### src/timecode_step_counter_assert.svh
// Assertion macros for the timecode step counter.
`ifndef TIMECODE_STEP_COUNTER_ASSERT_SVH
`define TIMECODE_STEP_COUNTER_ASSERT_SVH

// Same-cycle implication.
`define TCSC_ASSERT_IMP(label, clk, rstn, ante, cons) \
    label: assert property (@(posedge clk) disable iff (!rstn) (ante) |-> (cons)) \
        else $error("timecode_step_counter: assertion failed");

// Next-cycle implication.
`define TCSC_ASSERT_NXT(label, clk, rstn, ante, cons) \
    label: assert property (@(posedge clk) disable iff (!rstn) (ante) |=> (cons)) \
        else $error("timecode_step_counter: assertion failed");

`endif

### src/tcsc_pkg.sv
`timescale 1ns / 1ps

package tcsc_pkg;

    typedef enum logic [1:0] {
        OP_INC  = 2'd0,
        OP_DEC  = 2'd1,
        OP_LOAD = 2'd2
    } op_t;

    typedef enum logic [1:0] {
        REG_FRAMES_MAX = 2'd0,
        REG_DROP_FRAME = 2'd1,
        REG_FIELD_MODE = 2'd2
    } reg_idx_t;

    localparam logic [15:0] FRAMES_MAX_RESET = 16'd29;

    localparam logic [6:0] SEC_WRAP  = 7'd60;
    localparam logic [6:0] MIN_WRAP  = 7'd60;
    localparam logic [5:0] HOUR_WRAP = 6'd24;
    localparam logic [5:0] SEC_LAST  = 6'd59;
    localparam logic [5:0] MIN_LAST  = 6'd59;
    localparam logic [4:0] HOUR_LAST = 5'd23;

    // floor(x / 30) = (x * DIV30_RECIP) >> DIV30_SHIFT, exact for 16-bit x
    localparam logic [15:0] DIV30_RECIP = 16'd34953;
    localparam int          DIV30_SHIFT = 20;

    function automatic logic is_tenth(input logic [6:0] v);
        return (v == 7'd0)  || (v == 7'd10) || (v == 7'd20) || (v == 7'd30) ||
               (v == 7'd40) || (v == 7'd50) || (v == 7'd60) || (v == 7'd70) ||
               (v == 7'd80) || (v == 7'd90) || (v == 7'd100) || (v == 7'd110) ||
               (v == 7'd120);
    endfunction

endpackage

### src/timecode_step_counter.sv
// An accepted beat enters the input register, then the result register (m_axis_tvalid).
// Throughput: one beat per cycle; the step logic sits between the input register and
// the result register, and s_axis_tready only drops while both hold a beat and
// m_axis_tready is low.
// Reset (aresetn low, synchronous): timecode and field flag clear to zero,
// frames_max returns to 29, drop_frame and field_mode to 0, both stages empty.
`timescale 1ns / 1ps
`include "timecode_step_counter_assert.svh"

module timecode_step_counter #(
    parameter int FRAME_BITS = 16
) (
    input  logic                 aclk,
    input  logic                 aresetn,
    input  logic                 s_axis_tvalid,
    output logic                 s_axis_tready,
    // load_hours, load_minutes, load_seconds, load_frames, load_field, zero pad
    input  logic [((18 + FRAME_BITS + 7) / 8) * 8 - 1:0] s_axis_tdata,
    // op
    input  logic [1:0]           s_axis_tuser,
    output logic                 m_axis_tvalid,
    input  logic                 m_axis_tready,
    // hours, minutes, seconds, frames, second_field, zero pad
    output logic [((18 + FRAME_BITS + 7) / 8) * 8 - 1:0] m_axis_tdata,
    input  logic                 psel,
    input  logic                 penable,
    input  logic                 pwrite,
    input  logic [3:0]           paddr,
    input  logic [31:0]          pwdata,
    output logic [31:0]          prdata,
    output logic                 pready
);

    localparam int TD_W  = ((18 + FRAME_BITS + 7) / 8) * 8;
    localparam int CW    = (FRAME_BITS > 16 ? FRAME_BITS : 16) + 1;
    localparam int FR_LO = 17;
    localparam int FR_HI = 16 + FRAME_BITS;
    localparam int FL_B  = 17 + FRAME_BITS;

    logic [15:0]           frames_max_reg;
    logic                  drop_frame_reg;
    logic                  field_mode_reg;
    logic [FRAME_BITS-1:0] drop_start_reg;
    logic [FRAME_BITS-1:0] drop_start_next;
    logic [31:0]           div_prod;
    logic [11:0]           div_q;
    logic [12:0]           drop13;
    logic [CW-1:0]         drop_ext;

    logic                  item_valid_reg;
    tcsc_pkg::op_t         item_op_reg;
    logic [4:0]            item_hours_reg;
    logic [5:0]            item_minutes_reg;
    logic [5:0]            item_seconds_reg;
    logic [FRAME_BITS-1:0] item_frames_reg;
    logic                  item_field_reg;

    logic                  out_valid_reg;
    logic [TD_W-1:0]       out_data_reg;
    logic [TD_W-1:0]       out_data_next;

    logic [4:0]            hour_count_reg,   hour_count_next;
    logic [5:0]            minute_count_reg, minute_count_next;
    logic [5:0]            second_count_reg, second_count_next;
    logic [FRAME_BITS-1:0] frame_count_reg,  frame_count_next;
    logic                  field_flag_reg,   field_flag_next;

    logic                  cfg_wr;
    logic                  accept;
    logic                  advance;

    assign pready = 1'b1;
    assign cfg_wr = psel & penable & pwrite;

    always_ff @(posedge aclk) begin
        if (!aresetn) begin
            frames_max_reg <= tcsc_pkg::FRAMES_MAX_RESET;
            drop_frame_reg <= 1'b0;
            field_mode_reg <= 1'b0;
        end else if (cfg_wr) begin
            unique case (tcsc_pkg::reg_idx_t'(paddr[3:2]))
                tcsc_pkg::REG_FRAMES_MAX: frames_max_reg <= pwdata[15:0];
                tcsc_pkg::REG_DROP_FRAME: drop_frame_reg <= pwdata[0];
                tcsc_pkg::REG_FIELD_MODE: field_mode_reg <= pwdata[0];
                default: ;
            endcase
        end
    end

    always_comb begin
        unique case (tcsc_pkg::reg_idx_t'(paddr[3:2]))
            tcsc_pkg::REG_FRAMES_MAX: prdata = {16'd0, frames_max_reg};
            tcsc_pkg::REG_DROP_FRAME: prdata = {31'd0, drop_frame_reg};
            tcsc_pkg::REG_FIELD_MODE: prdata = {31'd0, field_mode_reg};
            default:                  prdata = 32'd0;
        endcase
    end

    // drop start = 2 * (1 + frames_max / 30), kept to the frame width
    assign div_prod        = 32'(frames_max_reg) * 32'(tcsc_pkg::DIV30_RECIP);
    assign div_q           = div_prod[31:tcsc_pkg::DIV30_SHIFT];
    assign drop13          = {div_q + 12'd1, 1'b0};
    assign drop_ext        = CW'(drop13);
    assign drop_start_next = drop_ext[FRAME_BITS-1:0];

    always_ff @(posedge aclk) begin
        drop_start_reg <= drop_start_next;
    end

    assign advance       = item_valid_reg && (!out_valid_reg || m_axis_tready);
    assign s_axis_tready = !item_valid_reg || advance;
    assign accept        = s_axis_tvalid && s_axis_tready;

    always_ff @(posedge aclk) begin
        if (!aresetn) begin
            item_valid_reg <= 1'b0;
        end else if (accept) begin
            item_valid_reg <= 1'b1;
        end else if (advance) begin
            item_valid_reg <= 1'b0;
        end
    end

    always_ff @(posedge aclk) begin
        if (accept) begin
            item_op_reg      <= tcsc_pkg::op_t'(s_axis_tuser);
            item_hours_reg   <= s_axis_tdata[4:0];
            item_minutes_reg <= s_axis_tdata[10:5];
            item_seconds_reg <= s_axis_tdata[16:11];
            item_frames_reg  <= s_axis_tdata[FR_HI:FR_LO];
            item_field_reg   <= s_axis_tdata[FL_B];
        end
    end

    always_comb begin
        logic [CW-1:0]         fm_ext;
        logic [FRAME_BITS-1:0] fm_frame;
        logic [CW-1:0]         f_up;
        logic [6:0]            sec_up;
        logic [6:0]            min_up;
        logic [5:0]            hour_up;
        logic                  borrow;

        fm_ext   = CW'(frames_max_reg);
        fm_frame = fm_ext[FRAME_BITS-1:0];
        f_up     = CW'(frame_count_reg);
        sec_up   = {1'b0, second_count_reg} + 7'd1;
        min_up   = {1'b0, minute_count_reg} + 7'd1;
        hour_up  = {1'b0, hour_count_reg} + 6'd1;
        borrow   = (frame_count_reg == '0) ||
                   (drop_frame_reg && !tcsc_pkg::is_tenth({1'b0, minute_count_reg}) &&
                    second_count_reg == 6'd0 && frame_count_reg <= drop_start_reg);

        hour_count_next   = hour_count_reg;
        minute_count_next = minute_count_reg;
        second_count_next = second_count_reg;
        frame_count_next  = frame_count_reg;
        field_flag_next   = field_flag_reg;

        unique case (item_op_reg)
            tcsc_pkg::OP_INC: begin
                if (field_mode_reg && !field_flag_reg) begin
                    field_flag_next = 1'b1;
                end else begin
                    f_up = f_up + CW'(1);
                    if (field_mode_reg) begin
                        field_flag_next = 1'b0;
                    end
                end
                if (f_up > fm_ext) begin
                    f_up = '0;
                    if (sec_up >= tcsc_pkg::SEC_WRAP) begin
                        second_count_next = 6'd0;
                        if (drop_frame_reg && !tcsc_pkg::is_tenth(min_up)) begin
                            f_up = CW'(drop_start_reg);
                        end
                        if (min_up >= tcsc_pkg::MIN_WRAP) begin
                            minute_count_next = 6'd0;
                            hour_count_next   = (hour_up >= tcsc_pkg::HOUR_WRAP) ?
                                                5'd0 : hour_up[4:0];
                        end else begin
                            minute_count_next = min_up[5:0];
                        end
                    end else begin
                        second_count_next = sec_up[5:0];
                    end
                end
                frame_count_next = f_up[FRAME_BITS-1:0];
            end
            tcsc_pkg::OP_DEC: begin
                if (field_mode_reg && field_flag_reg) begin
                    field_flag_next = 1'b0;
                end else if (!(frames_max_reg == 16'd0 &&
                               (frame_count_reg == '0 || drop_frame_reg))) begin
                    if (field_mode_reg) begin
                        field_flag_next = 1'b1;
                    end
                    if (!borrow) begin
                        frame_count_next = frame_count_reg - FRAME_BITS'(1);
                    end else begin
                        frame_count_next = fm_frame;
                        if (second_count_reg == 6'd0) begin
                            second_count_next = tcsc_pkg::SEC_LAST;
                            if (minute_count_reg == 6'd0) begin
                                minute_count_next = tcsc_pkg::MIN_LAST;
                                hour_count_next   = (hour_count_reg == 5'd0) ?
                                                    tcsc_pkg::HOUR_LAST :
                                                    hour_count_reg - 5'd1;
                            end else begin
                                minute_count_next = minute_count_reg - 6'd1;
                            end
                        end else begin
                            second_count_next = second_count_reg - 6'd1;
                        end
                    end
                end
            end
            tcsc_pkg::OP_LOAD: begin
                hour_count_next   = item_hours_reg;
                minute_count_next = item_minutes_reg;
                second_count_next = item_seconds_reg;
                frame_count_next  = item_frames_reg;
                field_flag_next   = item_field_reg;
            end
            default: ;
        endcase

        out_data_next = TD_W'({field_flag_next, frame_count_next, second_count_next,
                               minute_count_next, hour_count_next});
    end

    always_ff @(posedge aclk) begin
        if (!aresetn) begin
            hour_count_reg   <= '0;
            minute_count_reg <= '0;
            second_count_reg <= '0;
            frame_count_reg  <= '0;
            field_flag_reg   <= 1'b0;
        end else if (advance) begin
            hour_count_reg   <= hour_count_next;
            minute_count_reg <= minute_count_next;
            second_count_reg <= second_count_next;
            frame_count_reg  <= frame_count_next;
            field_flag_reg   <= field_flag_next;
        end
    end

    always_ff @(posedge aclk) begin
        if (!aresetn) begin
            out_valid_reg <= 1'b0;
        end else if (advance) begin
            out_valid_reg <= 1'b1;
        end else if (m_axis_tready) begin
            out_valid_reg <= 1'b0;
        end
    end

    always_ff @(posedge aclk) begin
        if (advance) begin
            out_data_reg <= out_data_next;
        end
    end

    assign m_axis_tvalid = out_valid_reg;
    assign m_axis_tdata  = out_data_reg;

    `TCSC_ASSERT_IMP(a_stall_only_when_full, aclk, aresetn, !s_axis_tready, item_valid_reg && out_valid_reg && !m_axis_tready)
    `TCSC_ASSERT_NXT(a_advance_fills_out, aclk, aresetn, advance, out_valid_reg)
    `TCSC_ASSERT_NXT(a_field_kept_outside_field_mode, aclk, aresetn, advance && !field_mode_reg && item_op_reg != tcsc_pkg::OP_LOAD, field_flag_reg == $past(field_flag_reg))
    `TCSC_ASSERT_NXT(a_load_takes_hours, aclk, aresetn, advance && item_op_reg == tcsc_pkg::OP_LOAD, hour_count_reg == $past(item_hours_reg))

endmodule

### config.mk
export PLATFORM = sky130hd
export DESIGN_NAME = timecode_step_counter
export DESIGN_NICKNAME = d
export VERILOG_FILES = /design/src/tcsc_pkg.sv /design/src/timecode_step_counter.sv
export VERILOG_INCLUDE_DIRS = /design/src /design/src/src
export SDC_FILE = /design/constraint.sdc
export NUM_CORES = 1
export LEC_CHECK = 0
export ABC_CLOCK_PERIOD_IN_PS = 14500
export BUFFER_PORTS_ARGS = -buffer_cell sky130_fd_sc_hd__buf_2
export CORE_MARGIN = 8
export CORE_UTILIZATION = 45
export DETAILED_ROUTE_END_ITERATION = 12
export GPL_ROUTABILITY_DRIVEN = 1
export PLACE_DENSITY = 0.65
export SLEW_MARGIN = 20
export SYNTH_ARGS = -nofsm -noshare
export SYNTH_HDL_FRONTEND = slang
export SYNTH_SLANG_ARGS = --single-unit
### constraint.sdc
create_clock -name aclk -period 14.5 [get_ports aclk]
set_input_delay 1.45 -clock aclk [delete_from_list [all_inputs] [get_ports aclk]]
set_output_delay 1.45 -clock aclk [all_outputs]
set_load 0.03 [all_outputs]
* After elaboration in Yosys (flattened, before gate mapping)
Cells that the tools add are included.
Storage, ports and cells: output and inout port bits 75, input port bits 85, logic and storage cells 153, flip-flop bits (word level) 136
Cells by class: multiply operators 1, multiplexer cells 47, order comparisons 5, bitwise logic cells 2, reductions and logical operators 49, equality and inequality tests 22, add/sub/neg operators 9
Operator list (count):
- case mux 16 bit (3 select lines) | 2
- two-way mux 6 bit | 14
- two-way mux 16 bit | 4
- two-way mux 5 bit | 10
- == test 7 bit (second input constant) | 6
- case mux 6 bit (3 select lines) | 2
- two-way mux 17 bit | 2
- logical NOT 16 bit | 2
- multiplier 16 x 16 -> 32 bit (second input constant) | 1
- two-way mux 13 bit | 2
- logical OR 1 bit | 22
- == test 7 x 6 -> 1 bit (second input constant) | 3
- == test 6 bit (second input constant) | 3
- adder 16 x 1 -> 17 bit (second input constant) | 1
- greater-than comparator 17 x 16 -> 1 bit | 1
- less-or-equal comparator 16 x 13 -> 1 bit | 1
- subtractor 16 x 1 -> 16 bit (second input constant) | 1
- case mux 5 bit (3 select lines) | 1
- adder 6 x 1 -> 7 bit (second input constant) | 2
- == test 7 x 5 -> 1 bit (second input constant) | 2
- greater-or-equal comparator 7 x 6 -> 1 bit (second input constant) | 2
- adder 12 x 1 -> 12 bit (second input constant) | 1
- == test 6 x 5 -> 1 bit (second input constant) | 2
- logical NOT 6 bit | 2
- other kinds (18) | 46

* Depth between registers and ports, before layout
Gate-level depths: netlist of the first run.
word-level depth 20, depth in mapped cells 22

* Worst setup path after synthesis of the first run
Ideal clock, no wire load.
kind reg-to-reg, from register frames_max_reg[3], to register drop_start_reg[11], cell stages (with the launch flop) 19, data arrival time 4.534 ns, path slack 9.832 ns, period minus slack after synthesis 4.668 ns, cells stage by stage dfxtp_1 ha_1 fa_1 inv_1 fa_1 inv_1 ha_1 ha_1 ha_1 nand2_1 o21ai_0 o211ai_1 a32o_1 nor3_1 o31ai_1 nor2b_1 a22o_1 a221oi_1 o211ai_1
On the way: longest elaborated chain between the ends 2
RTL lines:
- start: declaration | RTL line timecode_step_counter.sv:40 | logic [15:0] frames_max_reg;
- start signal: assignment | RTL line timecode_step_counter.sv:77 | frames_max_reg <= tcsc_pkg::FRAMES_MAX_RESET;
- start signal: assignment | RTL line timecode_step_counter.sv:82 | tcsc_pkg::REG_FRAMES_MAX: frames_max_reg <= pwdata[15:0];
- multiplier 16 x 16 -> 32 bit | RTL line timecode_step_counter.sv:100 | assign div_prod = 32'(frames_max_reg) * 32'(tcsc_pkg::DIV30_RECIP);
- adder 12 x 1 -> 12 bit | RTL line timecode_step_counter.sv:102 | assign drop13 = {div_q + 12'd1, 1'b0};
- named net drop13[11] | RTL line timecode_step_counter.sv:47 | logic [12:0] drop13;
- end signal: assignment | RTL line timecode_step_counter.sv:107 | drop_start_reg <= drop_start_next;
- end: declaration | RTL line timecode_step_counter.sv:43 | logic [FRAME_BITS-1:0] drop_start_reg;
The timed path passes the listed nets, and every way through them passes these cells. A chain may end at the register's enable or synchronous reset.

* Worst setup path in the final report of the first run
from register field_flag_reg, to register out_data_reg[18] (netlist: m_axis_tdata[18]) (data pin)
On the way: longest elaborated chain between the ends 7
RTL lines:
- start: declaration | RTL line timecode_step_counter.sv:66 | logic field_flag_reg, field_flag_next;
- start signal: assignment | RTL line timecode_step_counter.sv:244 | field_flag_reg <= field_flag_next;
- logical NOT 1 bit | RTL line timecode_step_counter.sv:162 | if (field_mode_reg && !field_flag_reg) begin
- logical AND 1 bit | RTL line timecode_step_counter.sv:162
- two-way mux 17 bit | RTL line timecode_step_counter.sv:162
- two-way mux 17 bit | RTL line timecode_step_counter.sv:160 | unique case (item_op_reg)
- greater-than comparator 17 x 16 -> 1 bit | RTL line timecode_step_counter.sv:170 | if (f_up > fm_ext) begin
- two-way mux 16 bit | RTL line timecode_step_counter.sv:170
- case mux 16 bit (3 select lines) (*) | RTL line timecode_step_counter.sv:160
- named net frame_count_next[1] | RTL line timecode_step_counter.sv:65 | logic [FRAME_BITS-1:0] frame_count_reg, frame_count_next;
- end signal: assignment | RTL line timecode_step_counter.sv:260 | out_data_reg <= out_data_next;
- end: declaration | RTL line timecode_step_counter.sv:59 | logic [TD_W-1:0] out_data_reg;
Mark *: on every way through the listed nets, which the timed path passes. The rest lies on a longest branch. The select of a mux whose other input is x is not followed.

==> impl_results.rst, run 1 <==
.. list-table::
   :header-rows: 1

   * - Metric
     - Value
   * - Run status
     - completed
   * - Routability cong.
     - ~0.94
   * - Number of slew-limit violations in the final report
     - 0
   * - Filler cell count in the final layout
     - 2495
   * - Leftover overflow at the end of global routing
     - 0
   * - Critical Setup Path Class
     - reg -> reg
   * - Synthesized instance count
     - ~1300
   * - Setup tns final
     - 0 ns
   * - Most frequently used flop master after synthesis
     - edfxtp_1
   * - Count of routing violations after the opening detailed-route iteration
     - 1134
   * - Clock skew
     - 0.00759 ns
   * - Total number of placement rows
     - just under 60
   * - Effective utilization at floorplan
     - a little under half
   * - Normalized max-slew margin
     - about 20%
   * - Antenna violation net count after detailed routing
     - 0
   * - Flip-flop count of the largest register, all copies and words added
     - 34
   * - Antenna cells
     - 0
   * - Slew at the pin closest to its max-slew limit
     - 1.20 ns
   * - Fraction of final layout cells sized beyond drive strength 1
     - 12.9%
   * - Synthesized cell area
     - 11500 um^2
   * - Type of the tightest min-delay check
     - reg -> reg
   * - Maximum fanout along the worst path
     - 18
   * - TritonCTS Buffers
     - 17
   * - Placed wire-length estimate
     - 26.1 mm
   * - Endpoint of the worst-slack reg-to-reg timing path
     - m_axis_tdata[18]$_DFFE_PP_
   * - Category of the worst setup path capture point
     - flop
   * - Setup slack after layout
     - just under 9 ns
   * - Clk Latency, worst-skew pair
     - 0.43 ns
   * - Per-cell routed wire length
     - between 20 and 25 um
   * - Clock tree from TritonCTS
     - done
   * - Average cell area after synthesis
     - approximately 8.6 um^2
   * - Layout Area Growth over Synthesis
     - 10.4%
   * - Number of buffers added for setup after CTS
     - 0
   * - Number of optimization iterations in the first detailed-route pass
     - 6
   * - Bufs on Longest Clock Path
     - 2
   * - Unrepaired setup endpoints after global routing
     - false
   * - Reg clk slew, reported paths
     - roughly 0.06 ns
   * - Worst setup slack for register-to-register paths
     - ~8.8 ns
   * - Wire length of the first global-routing pass
     - 55.4 mm
   * - Launching point of the worst reg2reg path
     - field_flag_reg$_SDFFE_PN0P_
   * - Number of maximum-capacitance violations
     - 0
   * - Core area
     - roughly 25000 um^2
   * - Number of distinct standard cells referenced by the synthesized netlist
     - 89
   * - I/O pin count
     - 160
   * - Synth async-reset ratio
     - 0%
   * - Root buffer cell
     - clkbuf_16
   * - Via count
     - 10585
   * - Number of antenna violations at the first check in global routing
     - 0
   * - Final clock period utilization by the worst path
     - roughly two fifths
   * - Post-layout minimum cycle time
     - approximately 5.7 ns
   * - DIE AREA
     - slightly above 30000 um^2
   * - Capturing element of the worst setup path
     - m_axis_tdata[18]$_DFFE_PP_
   * - Launch point of the worst path
     - field_flag_reg$_SDFFE_PN0P_
   * - Count of buffers from port buffering
     - around 110
   * - Post-synth EDFFs
     - 70
   * - PwrDens
     - ~94 nW/um^2
   * - CTS H-Tree Depth
     - 4
   * - Peak clock frequency supported by timing
     - 177 MHz
   * - Worst VDD drop
     - 0.0750 mV
   * - Nature of the critical path startpoint
     - flop
   * - Worst path required time
     - roughly 15 ns
   * - Final Net Count
     - ~1600
   * - Count of yosys warnings during synthesis
     - 0
   * - Hold violation count in the final report
     - 0
   * - Remaining DRCs
     - 0
   * - Maximum number of pins on one net before global-route repair
     - a little over 60
   * - Number of setup violations in the final report
     - 0
   * - Synth Register Bits
     - ~140
   * - Die Y-Extent
     - 176 um
   * - Post-Place Worst Slack
     - roughly 9 ns
   * - Wirelength, routed
     - between 30 and 40 mm
   * - Vias per inst
     - about 6.1
   * - Clock Sink Count
     - 136
   * - Via count of the first global-routing pass
     - ~10000
   * - Post-cts sizing count
     - 0
   * - Aggregate global-route resource usage
     - 22.6%
   * - R2R depth
     - 19
   * - Chip width
     - 176 um
   * - CTS Hold Buffers Added
     - 0
   * - CP arrival
     - approximately 6 ns
   * - Register area share after synthesis
     - between 20% and 30%
   * - Reported leakage power
     - around 5.5 nW
-- synthesized netlist by cell type, types with 7 or more instances --
cell type	n	share of area, %
ha_1	139	15
nor4_1	14	0.76
nand2b_1	8	0.44
mux2i_1	8	0.70
edfxtp_1	70	18
o31ai_1	12	0.79
inv_1	102	3.3
o221ai_1	7	0.53
buf_2	13	0.57
a21o_1	16	1.0
nand3_1	44	1.9
o21ai_0	63	2.7
a211oi_1	19	1.2
o22ai_1	11	0.60
o21a_1	14	0.92
nor2_1	85	2.8
a21oi_1	95	4.1
a221oi_1	9	0.69
clkbuf_1	56	1.8
xnor2_1	25	1.9
or3_1	7	0.38
and3_1	17	0.93
o211ai_1	14	0.92
buf_1	8	0.26
dfxtp_1	66	12
a31oi_1	16	0.87
buf_4	23	1.5
nor2b_1	8	0.44
nor3_1	49	2.1
or4_1	9	0.59
nand2_1	102	3.3
fa_1	19	3.3
xor2_1	18	1.4
nand4_1	26	1.4
and2_1	11	0.60
-- per-stage QoR --
| step | total power, mW | std cells | cell area (um^2) | util [%] | hold WS, ns |
|---|---|---|---|---|---|
| after CTS | 1.19 | 1729 | 12700 | 50.4 | 0.517 |
| after floorplan | 0.675 | 1348 | 11500 | - | 0.475 |
| after global routing | 1.23 | 1729 | 12700 | 50.4 | 0.553 |
| after detailed placement | 0.752 | 1697 | 12100 | 48.2 | 0.506 |
| final | 1.19 | 1729 | 12700 | 50.4 | 0.511 |
| after global placement | 0.749 | 1697 | 12100 | 48.2 | 0.491 |
-- worst min-delay path by stage --
stage	from	to	slack, ns	cells after the start
after global placement	field_flag_reg$_SDFFE_PN0P_	field_flag_reg$_SDFFE_PN0P_	0.49	2
after global routing	field_flag_reg$_SDFFE_PN0P_	field_flag_reg$_SDFFE_PN0P_	0.55	2
after CTS	field_flag_reg$_SDFFE_PN0P_	field_flag_reg$_SDFFE_PN0P_	0.52	2
final	field_flag_reg$_SDFFE_PN0P_	field_flag_reg$_SDFFE_PN0P_	0.51	2
after detailed placement	field_flag_reg$_SDFFE_PN0P_	field_flag_reg$_SDFFE_PN0P_	0.51	2
after floorplan	field_flag_reg$_SDFFE_PN0P_	field_flag_reg$_SDFFE_PN0P_	0.48	2
-- critical path, cell delays in order, from the launching register on --
cell and delay (ns):
dfxtp_1 0.39, inv_1 0.08, ha_1 0.32, nor2b_1 0.29
nand2_1 0.09, nor2_1 0.22, and3_1 0.32, and3_1 0.20
xor2_1 0.32, ha_1 0.32, a21o_1 0.18, a21oi_1 0.12
o21ai_0 0.09, a211o_1 0.29, a21oi_1 0.20, o21a_1 0.78
nor3_1 0.34, and2_1 0.31, a221oi_1 0.36, o21ai_0 0.16
-- layer usage --
layer	global-route usage (%)	part of all wire, %	wire, um	up-vias
met2	32.6	42	15000	568
met3	5.58	10	3670	67
met5	0	0	0	-
li1	-	-	-	4971
met4	7.52	2.6	928	0
met1	32.3	45	16000	4979
-- cells in the final DEF (no fill, tap or decap), types with 11 or more instances in the layout --
master,instances
a211oi_1,19
a21o_1,16
a21oi_1,95
a31oi_1,16
and3_1,17
buf_2,112
clkbuf_16,17
conb_1,23
dfxtp_1,66
edfxtp_1,70
fa_1,19
ha_1,139
inv_1,102
nand2_1,102
nand3_1,44
nand4_1,26
nor2_1,85
nor3_1,48
nor4_1,14
o211ai_1,14
o21a_1,14
o21ai_0,63
o22ai_1,11
o31ai_1,12
xnor2_1,25
xor2_1,18
-- power by group --
| part | switching, mW | internal (mW) |
|---|---|---|
| clock | 0.166 | 0.268 |
| sequential | 0.0252 | 0.430 |
| combinational | 0.197 | 0.101 |
-- layout make-up --
cell class,instances,area (um^2),area share [%]
clock buffers,22,444,3.51
clock inverters,10,129,1.02
inverters,104,390,3.08
multi-input cells,1005,7230,57.1
flip-flops and latches,136,3420,27.0
well taps,330,413,3.26
repair buffers,122,636,5.02
-- cell families (layout without fill, tap and decap cells) --
logic type	count (synthesis)	after routing	synth area share (%)
muxes	13	13	1.29
and+or+nand+nor	413	413	18.3
buffers and inverters	207	258	7.87
DFF	136	136	29.8
adders and majority gates	158	158	18.5
AOI/OAI and AO/OA	354	354	20.6
other	2	23	0.0655
xor gates and xnor gates	44	44	3.48
(Power assumes the default switching activity.)
==> run 2: changes to the inputs <==
ABC_CLOCK_PERIOD_IN_PS = 5510   (was 14500)
clock period = 5.51 ns   (was 14.5 ns; I/O delays follow)
==> run 2 against run 1 <==
Effect of this change:
- final area grew 1.4%
- die area did not move
- largest power group is now the clock network
- non-clock buffer count increased by 19
- clock power increased to 2.8 times the previous value
- power rose to 2.7 times the previous value
- combinational power increased to 2.7 times the previous value
- routed wire length increased by 0.85%
==> impl_results.rst, run 2 (same netlist as run 1, synthesis figures left out) <==
.. list-table::
   :header-rows: 1

   * - Metric
     - Value
   * - Run status
     - completed
   * - Layout Area Growth over Synthesis
     - 12.0%
   * - Peak clock frequency supported by timing
     - just under 200 MHz
   * - Net switching power figure
     - roughly 1.1 mW
   * - Wirelength, routed
     - about 36 mm
   * - Part of the total power dissipated in combinational logic
     - 24.8%
   * - Maximum fanout along the worst path
     - 4
   * - Clk Latency, worst-skew pair
     - between 0.4 and 0.5 ns
   * - Worst VDD drop
     - approximately 0.15 mV
   * - Launching point of the worst reg2reg path
     - frames_max_reg[2]$_SDFFE_PN1P_
   * - Cell class contributing the biggest share of worst-path delay
     - adder cells
   * - Final clock period utilization by the worst path
     - 93.3%
   * - Count of routing violations after the opening detailed-route iteration
     - between 1000 and 1500
   * - TritonCTS Buffers
     - 17
   * - Chip width
     - about 180 um
   * - Hold violation count in the final report
     - 0
   * - Post-layout minimum cycle time
     - roughly 5 ns
   * - Area of all placed cells without fillers
     - between 10000 and 15000 um^2
   * - Antenna cells
     - 0
   * - Worst path required time
     - about 5.8 ns
   * - Hold Path End
     - item_frames_reg[8]$_DFFE_PP_
   * - Slew at the pin closest to its max-slew limit
     - between 1 and 1.5 ns
   * - Via count
     - ~11000
   * - Effective utilization at floorplan
     - approximately 46%
   * - CP arrival
     - approximately 5.5 ns
   * - Wire length of the first global-routing pass
     - roughly 56 mm
   * - Nature of the critical path startpoint
     - flop
   * - CTS H-Tree Depth
     - 4
   * - Path length in cells of the critical path
     - 18
   * - Final Net Count
     - 1648
   * - Leftover overflow at the end of global routing
     - 0
   * - Clock tree from TritonCTS
     - done
   * - Total number of placement rows
     - 58
   * - Filler cell count in the final layout
     - approximately 2500
   * - R2R depth
     - 18
   * - I/O pin count
     - 160
   * - Remaining DRCs
     - 0
   * - Worst setup slack for register-to-register paths
     - 0.37 ns
   * - Placed wire-length estimate
     - 26.4 mm
   * - PwrDens
     - between 200 and 300 nW/um^2
   * - Number of antenna violations at the first check in global routing
     - 0
   * - Clock Sink Count
     - 136
   * - Count of buffers from port buffering
     - between 100 and 150
   * - Flip-flop count of the largest register, all copies and words added
     - 34
   * - Number of maximum-capacitance violations
     - 0
   * - Area post-placement
     - 12200 um^2
   * - Critical path buffer and inverter count
     - 3
   * - Critical Setup Path Class
     - reg -> reg
   * - Library cell appearing most often on the critical path
     - ha_1
   * - DIE AREA
     - 30800 um^2
   * - Max stage delay on crit path
     - about 0.60 ns
   * - Setup tns final
     - 0 ns
   * - Core area
     - 25100 um^2
   * - Fraction of final layout cells sized beyond drive strength 1
     - roughly 14%
   * - Clock skew
     - around 0.0096 ns
   * - Normalized max-slew margin
     - around a third
   * - CP cell instances
     - ha_1 > fa_1 > inv_1 > fa_1 > inv_1 > ha_1 > ha_1 > ha_1 > a21oi_1 > o21ai_1 > o211ai_1 > a32o_1 > nor3_1 > buf_4 > o31a_1 > or2_2 > nor4_1 > xnor2_1
   * - Reported leakage power
     - approximately 5.6 nW
   * - Number of setup violations in the final report
     - 0
   * - Die Y-Extent
     - roughly 180 um
   * - Per-cell routed wire length
     - between 20 and 25 um
   * - Most frequent standard cell in the layout excluding fill and tap cells
     - ha_1
   * - Root buffer cell
     - clkbuf_16
   * - Launch point of the worst path
     - frames_max_reg[2]$_SDFFE_PN1P_
   * - Maximum number of pins on one net before global-route repair
     - 49
   * - Reg clk slew, reported paths
     - around 0.060 ns
   * - Internal power
     - 2.16 mW
   * - Vias per inst
     - between 6 and 7
   * - Start point of the worst min-delay path
     - s_axis_tdata[25]
   * - Number of optimization iterations in the first detailed-route pass
     - 5
   * - Unrepaired setup endpoints after global routing
     - false
   * - Routability cong.
     - 0.927
   * - Endpoint of the worst-slack reg-to-reg timing path
     - drop_start_reg[9]$_DFF_P_
   * - Commonest non-fill, non-tap cells in the layout
     - ha_1, buf_2, nand2_1, inv_1, a21oi_1
   * - Sequential Area
     - approximately 3400 um^2
   * - Hold Path Depth
     - 1
   * - Antenna violation net count after detailed routing
     - 0
   * - Type of the tightest min-delay check
     - in -> reg
   * - Bufs on Longest Clock Path
     - 2
   * - Critical Path Slowest Stage Cell
     - fa_1
   * - Fraction of power spent switching nets
     - 32.9%
   * - Multi-input combinational cell area
     - 7230 um^2
   * - Via count of the first global-routing pass
     - about 10000
   * - Number of slew-limit violations in the final report
     - 0
   * - Category of the worst setup path capture point
     - flop
   * - Power share of the clock group
     - between 30% and 40%
   * - CTS Hold Buffers Added
     - 0
   * - Aggregate global-route resource usage
     - a little under a quarter
   * - Flop pwr share
     - 37.2%
==> run 2: per-stage QoR <==
step / worst slack [ns] / power (mW) / hold WS [ns] / utilization, % / instances
2_1_floorplan: 0.842 / 1.78 / 0.475 / - / 1348
3_3_place_gp: 0.416 / 1.98 / 0.490 / 48.7 / 1716
3_5_place_dp: 0.343 / 1.99 / 0.507 / 48.7 / 1716
4_1_cts: 0.327 / 3.20 / 0.275 / 51.1 / 1747
5_1_grt: 0.0557 / 3.33 / 0.278 / 51.2 / 1747
6_report: 0.369 / 3.21 / 0.283 / 51.2 / 1747
==> run 2: worst register-to-register path, cell delays in order, from the launching register on <==
cell      delay, ns
dfxtp_1        0.39
ha_1           0.28
fa_1           0.60
inv_1          0.08
fa_1           0.51
inv_1          0.05
ha_1           0.29
ha_1           0.30
ha_1           0.33
a21oi_1        0.14
o21ai_1        0.13
o211ai_1       0.28
a32o_1         0.27
nor3_1         0.08
buf_4          0.14
o31a_1         0.29
or2_2          0.33
nor4_1         0.41
xnor2_1        0.12
==> run 2: timing repair <==
item                       CTS  global route
setup endpoints to repair    0             2
setup buffers                0             0
resized for setup            0             1
==> run 2: power by group through the flow <==
stage | sequential, mW | combinational [mW] | clock (mW)
after floorplan | 1.21 | 0.565 | 0
after global placement | 1.21 | 0.767 | 0
after detailed placement | 1.21 | 0.775 | 0
after CTS | 1.19 | 0.780 | 1.23
after global routing | 1.20 | 0.863 | 1.26
final | 1.20 | 0.797 | 1.22
==> run 2: how the worst max path moves through the flow <==
stage,end
after floorplan,drop_start_reg[11]$_DFF_P_
after global placement,drop_start_reg[12]$_DFF_P_
after global routing,drop_start_reg[9]$_DFF_P_
after CTS,drop_start_reg[12]$_DFF_P_
final,drop_start_reg[9]$_DFF_P_
after detailed placement,drop_start_reg[12]$_DFF_P_
==> run 2: per-layer routing <==
metal / share of wire [%] / vias up / track usage, %
met1: 45 / 4953 / 32.4
met5: 0 / - / 0
met3: 9.7 / 77 / 4.66
met2: 43 / 567 / 33.7
li1: - / 4989 / -
met4: 2.5 / 0 / 7.88
==> run 2: cell type report <==
type | count | share of cell area [%]
clock inverters | 14 | 1.42
repair buffers | 141 | 6.06
clock buffers | 17 | 3.31
inverters | 104 | 3.04
well taps | 330 | 3.21
flip-flops and latches | 136 | 26.7
multi-input cells | 1005 | 56.3
